[config.mk]
export PLATFORM = sky130hd
export DESIGN_NAME = stfem_cell
export DESIGN_NICKNAME = d
export VERILOG_FILES = /design/src/hw/rtl/stfem_pkg.sv /design/src/hw/rtl/stfem_cell.sv
export SDC_FILE = /design/constraint.sdc
export NUM_CORES = 1
export LEC_CHECK = 0
export ABC_AREA = 1
export BUFFER_PORTS_ARGS = -buffer_cell sky130_fd_sc_hd__buf_2
export CORE_MARGIN = 5
export CORE_UTILIZATION = 61
export CTS_CLUSTER_SIZE = 8
export DETAILED_ROUTE_END_ITERATION = 10
export MAX_ROUTING_LAYER = met4
export PLACE_DENSITY = 0.8
export SYNTH_ARGS = -nofsm -noshare
export SYNTH_HDL_FRONTEND = slang
export SYNTH_SLANG_ARGS = --single-unit
[constraint.sdc]
create_clock -name clk -period 14.81 [get_ports clk]
set_input_delay 1.481 -clock clk [delete_from_list [all_inputs] [get_ports clk]]
set_output_delay 1.481 -clock clk [all_outputs]
set_load 0.005 [all_outputs]
[src/hw/rtl/stfem_pkg.sv]
// Shared types and constants for the span to file extent mapper.
`default_nettype none

package stfem_pkg;

    localparam int MAX_FILES = 16;
    localparam int OFF_W     = 48;
    localparam int LEN_W     = 24;
    localparam int IDX_W     = 4;
    localparam int CNT_W     = 5;
    localparam int CUR_W     = OFF_W + 1;
    localparam int SUM_W     = OFF_W + 2;

    localparam logic FUNC_LOAD = 1'b0;
    localparam logic FUNC_MAP  = 1'b1;

    localparam logic [2:0] ADDR_FILE_COUNT = 3'd0;

    typedef enum logic [1:0] {
        ST_IDLE,
        ST_WALK,
        ST_FLUSH
    } state_t;

    typedef struct packed {
        logic             func;
        logic [IDX_W-1:0] entry_index;
        logic [OFF_W-1:0] entry_start;
        logic [OFF_W-1:0] entry_length;
        logic [OFF_W-1:0] request_offset;
        logic [LEN_W-1:0] request_length;
    } req_t;

    typedef struct packed {
        logic [IDX_W-1:0] file_index;
        logic [OFF_W-1:0] extent_offset;
        logic [LEN_W-1:0] segment_length;
        logic [LEN_W-1:0] buffer_offset;
        logic             no_overlap;
        logic             last;
    } rsp_t;

    typedef struct packed {
        logic             valid;
        logic [CUR_W-1:0] cur;
        logic [LEN_W-1:0] remaining;
        logic [LEN_W-1:0] boff;
    } token_t;

    typedef struct packed {
        logic             emit;
        logic             stop;
        logic [IDX_W-1:0] file_index;
        logic [OFF_W-1:0] extent_offset;
        logic [LEN_W-1:0] segment_length;
        logic [LEN_W-1:0] buffer_offset;
    } cell_res_t;

endpackage

`default_nettype wire

[src/hw/rtl/stfem_cell.sv]
// One extent cell: holds one table entry and clips the passing walk token against it.
`default_nettype none

module stfem_cell
    import stfem_pkg::*;
(
    input  wire logic             clk,
    input  wire logic             rst_n,
    input  wire logic [IDX_W-1:0] idx,
    input  wire logic [CNT_W-1:0] count,
    input  wire logic             en,
    input  wire token_t           token_in,
    input  wire logic             wr_en,
    input  wire logic [OFF_W-1:0] wr_start,
    input  wire logic [OFF_W-1:0] wr_length,
    output token_t                token_out,
    output cell_res_t             res
);

    token_t           token_reg;
    logic [OFF_W-1:0] start_reg;
    logic [OFF_W-1:0] length_reg;

    logic [SUM_W-1:0] fend;
    logic [SUM_W-1:0] wend;
    logic [SUM_W-1:0] rs;
    logic [SUM_W-1:0] re;
    logic [SUM_W-1:0] seg_full;
    logic [SUM_W-1:0] foff_full;
    logic             rem_zero;
    logic             skip;
    logic             halt;
    logic             emit;
    logic             stop_here;
    logic             last_cell;

    always_ff @(posedge clk or negedge rst_n)
    begin
        if (!rst_n)
        begin
            token_reg <= '0;
        end
        else if (en)
        begin
            token_reg <= token_in;
        end
    end

    always_ff @(posedge clk)
    begin
        if (wr_en)
        begin
            start_reg  <= wr_start;
            length_reg <= wr_length;
        end
    end

    always_comb
    begin
        fend      = SUM_W'(start_reg) + SUM_W'(length_reg);
        wend      = SUM_W'(token_reg.cur) + SUM_W'(token_reg.remaining);
        rs        = (SUM_W'(token_reg.cur) > SUM_W'(start_reg)) ? SUM_W'(token_reg.cur)
                                                                : SUM_W'(start_reg);
        re        = (wend < fend) ? wend : fend;
        seg_full  = re - rs;
        foff_full = rs - SUM_W'(start_reg);
        rem_zero  = (token_reg.remaining == '0);
        skip      = (SUM_W'(token_reg.cur) >= fend);
        halt      = (wend <= SUM_W'(start_reg));
        emit      = token_reg.valid && !rem_zero && !skip && !halt && (seg_full != '0);
        stop_here = rem_zero || (!skip && halt);
        last_cell = ((CNT_W'(idx) + CNT_W'(1)) >= count);

        token_out.valid     = token_reg.valid && !stop_here && !last_cell;
        token_out.cur       = emit ? re[CUR_W-1:0] : token_reg.cur;
        token_out.remaining = emit ? (token_reg.remaining - seg_full[LEN_W-1:0])
                                   : token_reg.remaining;
        token_out.boff      = emit ? (token_reg.boff + seg_full[LEN_W-1:0])
                                   : token_reg.boff;

        res = '0;
        if (token_reg.valid)
        begin
            res.emit           = emit;
            res.stop           = stop_here || last_cell;
            res.file_index     = idx;
            res.extent_offset  = foff_full[OFF_W-1:0];
            res.segment_length = seg_full[LEN_W-1:0];
            res.buffer_offset  = token_reg.boff;
        end
    end

endmodule

`default_nettype wire

## Word-level counts from Yosys, hierarchy flattened

Cells that the tools add are included.

- Register bits: 194
- Output and inout port bits: 200
- Logic and storage cells: 40

- $add $sub $neg: 7
- $lt $le $gt $ge: 5
- Mux-type cells: 6
- Reduce and logical (&&, ||, !) cells: 16

Operator list:

| cell | count |
|---|---|
| 102-bit two-way mux | 1 |
| 49-bit two-way mux | 2 |
| 49-bit by 24-bit adder with 50-bit output | 1 |
| 50-bit by 48-bit less-or-equal comparator with 1-bit output | 1 |
| 50-bit by 49-bit < comparator with 1-bit output | 1 |
| 50-bit two-way mux | 1 |
| 50-bit nonzero test | 1 |
| 50-bit by 49-bit subtractor with 50-bit output | 1 |
| 48-bit by 48-bit adder with 49-bit output | 1 |
| 49-bit greater-or-equal comparator | 1 |
| 49-bit by 48-bit greater-than comparator with 1-bit output | 1 |
| 24-bit two-way mux | 2 |
| 48-bit subtractor | 1 |
| 24-bit adder | 1 |
| 24-bit zero test | 1 |
| 24-bit subtractor | 1 |
| 1-bit logical AND | 7 |
| 4-bit by 1-bit adder with 5-bit output (second input constant) | 1 |
| 5-bit greater-or-equal comparator | 1 |
| 1-bit zero test | 5 |
| 1-bit logical OR | 2 |

## Depth between registers and ports, before layout

- Depth in word-level cells: 8
- Depth in mapped cells: 60
- Gate-level depth less buffers: 57

## Worst setup path after synthesis

No wires, ideal clock.

- Path kind: reg2out
- From: reg start_reg[0]
- To: out token_out[17] (netlist bit)
- Data arrival time: 6,871 ps
- Data required time: 13,329 ps
- Setup slack: 6,458 ps
- Cell stages (with the launch flop): 56
- Path buffers: 2
- Cell sequence: edfxtp_1 -> ha_1 -> inv_1 -> fa_1 -> o21ai_1 -> a21oi_1 -> o21bai_1 -> a21oi_1 -> inv_1 -> nand2_1 -> nand2_1 -> xor2_1 -> inv_1 -> ha_1 -> nand4_1 -> inv_1 -> nand2_1 -> nor4b_1 -> [... 20 more ...] -> nand2_1 -> nand2_1 -> xor2_1 -> inv_1 -> ha_1 -> nand2_1 -> o21ai_0 -> a21oi_1 -> o21ai_0 -> nand3_1 -> nand2_1 -> nand2_1 -> nand2_1 -> nand4_1 -> o211ai_1 -> xor2_1 -> nand2_1 -> nand2_1

RTL lines:

| item | line | source |
|---|---|---|
| start: declaration | stfem_cell.sv:21 | `logic [OFF_W-1:0] start_reg;` |
| start signal: assignment | stfem_cell.sv:53 | `start_reg <= wr_start;` |
| end: declaration | stfem_cell.sv:16 | `output token_t token_out,` |

==> impl_metrics.toml <==
[timing]
setup_viol = 0
relSlewSlack_pct = 18.6
hold_viol_final = 0
finalClockSkew_ns = 0
setup_tns_ns = 0
timing.final.crit_share_pct = 88.5
min_period_ns = 13.11
tightest_slew_ns = 1.20
finalMaxSlewViolations = 0
rsz0062_at_grt = "false"
fmax_ghz = 0.0763
holdWs_ns = 0.598

[clock_tree]
cts_root_buf = "clkbuf_16"
ctsResizeCount = 0
cts_max_path_buffers = 2
cts_tree = "yes"
postCtsSetupBuffers = 0
cts_max_level = 4
clk_latency_ns = 0.52
hold_buffers = 0
clock_sinks = 194
cts_buffers = 17
clkSlewWorstSetupHoldPaths_ns = 0.09

[yosys]
yosysSeqAreaShare_pct = 18.7
synth-edff-count = 96
syn_avg_cell_area_um2 = 6.30
synth_common_cells = "1388 x nand2_1, 675 x inv_1, 408 x ha_1, 379 x nor2_1, 371 x a21oi_1"
yosysTopAreaCell = "nand2_1"
synth.most_common_cell = "nand2_1"
syn-cell-area_um2 = 28500
synth_flop_cell = "dfrtp_1"
yosysUniqueCellTypes = 63
ys_ff_latch = 194
yosys_warnings = 0
netlist_instances = 4528
async_reset_ff_share_pct = 50.5
synth_nets = 5149
netlist_top_cells_area = "nand2_1 18%, ha_1 18%, edfxtp_1 10%"
synth_top_area_share_pct = 18.3

[grt]
grt_pass1_wl_um = 172000
overflow = 0
grt_pass1_vias = 31299
grt_max_degree = 101
grt_usage_pct = 44.7
antenna_found_initial = 1

[power_and_ir_drop]
peakVddDrop_mv = 0.187
p_leak_nw = 17.4
power_density_nw_per_um2 = 192

[routing]
ant_nets = 0
num_vias = 33444
drtPass1Iterations = 8
wl_um = 116000
wl_per_cell_um = 21.1
drc = 0
drtIter0Drc = 4160
vias_per_cell = 6.07

[critical_path]
crit_path_start_kind = "flip-flop"
end_kind = "output pin"
cp.required_ns = 13.33
crit_top_cell = "nand2_1"
worst-setup-path-type = "reg -> out"
cp_slowest_cell = "buf_4"
arrival_ns = 11.62
cpPeakStageDelay_ns = 0.88
crit_fanout = 97

[die]
die_w_um = 226
core_um2 = 46400
io_pins = 407
fp.dieH_um = 226
initial_core_util_pct = 61.5
die_area_um2 = 51200
num_rows = 79

[placement]
dp_hpwl_um = 97300
gp_congestion = 1.15
port_buffers = 406

[status]
status = "completed"

[finish]
fin_nets = 5508
layout-drive-gt1-share_pct = 10.7
area_growth_pct = 10.7
largest_register_ffs = 98

[job]
maxCapViolCount = 0

[worst_hold_path]
hold_path_class = "reg -> reg"
path summary, 6_finish.rpt:
path	start	cells past startpoint	slack (ns)	to
setup reg to reg	token_reg[97]	3	13.25	token_reg[97]
hold / removal	token_reg[12]	1	0.60	token_reg[12]
hold reg to reg	token_reg[12]	1	0.60	token_reg[12]
max in group asynchronous	rst_n	2	12.55	token_reg[83]
setup / recovery	start_reg[0]	49	1.70	token_out[64]
min in group asynchronous	rst_n	1	0.98	token_reg[46]
critical path: cells and delay by family, from the launching register on:
family,cells,cell delay [ns]
flops,1,0.49
simple gates,28,4.82
fa+ha+maj,5,1.54
compound gates,4,1.22
xor+xnor,2,0.75
buf+inv,10,2.19
placed cells by master, fill, tap and decap left out, types with 4 or more instances in the layout:
master / netlist / layout
edfxtp_1: 96 / 96
nor4_1: 20 / 20
xnor2_1: 41 / 41
nor3_1: 53 / 53
nand3_2: 7 / 7
nand4_1: 60 / 60
o21a_1: 25 / 25
ha_1: 408 / 408
a211oi_1: 11 / 11
nand3_1: 192 / 192
o211ai_1: 12 / 12
buf_2: 22 / 403
inv_6: 0 / 4
dfrtp_1: 98 / 97
fa_1: 6 / 6
o21bai_1: 24 / 24
a21boi_0: 8 / 8
inv_2: 9 / 9
o21ai_0: 304 / 304
a31o_2: 4 / 4
o221ai_1: 4 / 4
a21oi_1: 371 / 371
nor2_2: 5 / 5
mux2_2: 32 / 32
nand3b_1: 9 / 9
a31oi_1: 25 / 25
o31ai_1: 6 / 6
o21ai_1: 8 / 8
nand2_1: 1388 / 1387
xor2_1: 109 / 109
nor3b_1: 4 / 4
inv_1: 675 / 675
nor2_1: 379 / 379
a21o_1: 15 / 15
inv_8: 0 / 4
nand2_2: 7 / 8
clkbuf_16: 0 / 17
buf_4: 6 / 14
metal layers:
layer | GRT usage (%) | vias up | routed length, um
met5 | - | - | 0
met4 | 24.0 | 0 | 7580
met3 | 9.91 | 442 | 15000
met2 | 65.3 | 2315 | 48600
met1 | 57.7 | 15109 | 45000
li1 | - | 15578 | -
cell families after synthesis:
kind of cell               count (synthesis)  share of synthesized area, %
AOI/OAI and AO/OA                        833                          15.9
xor gates and xnor gates                 152                          4.72
adders and majority gates                414                          18.3
buffers and inverters                    763                          10.4
DFF                                      194                          18.7
muxes                                     32                          1.26
and+or+nand+nor                         2140                          30.6
per-stage QoR:
stage	area (um^2)	util [%]	total power [mW]	setup slack, ns	std cells
floorplan	28500	-	3.92	6.46	4528
global placement	31000	66.9	5.33	2.82	5475
detailed placement	31000	66.9	5.37	2.86	5475
CTS	31600	68.1	5.87	2.24	5507
global route	31600	68.1	6.52	1.49	5508
finish	31600	68.1	6.05	1.70	5508
power by group:
| part | leakage, nW | total (mW) | internal (mW) | switching [mW] |
|---|---|---|---|---|
| Clock | 0.263 | 0.485 | 0.223 | 0.262 |
| Combinational | 15.0 | 4.87 | 1.58 | 3.29 |
| Sequential | 2.11 | 0.694 | 0.616 | 0.0783 |
final cells by class:
class / count / area [um^2]
well taps: 607 / 759
clock inverters: 12 / 119
repair buffers: 417 / 2120
multi-input cells: 3571 / 20200
diodes: 1 / 2.50
fillers: 4267 / 14800
clock buffers: 20 / 437
flip-flops and latches: 194 / 5340
inverters: 686 / 2570
Note: power is estimated with default switching activity, not from simulation.
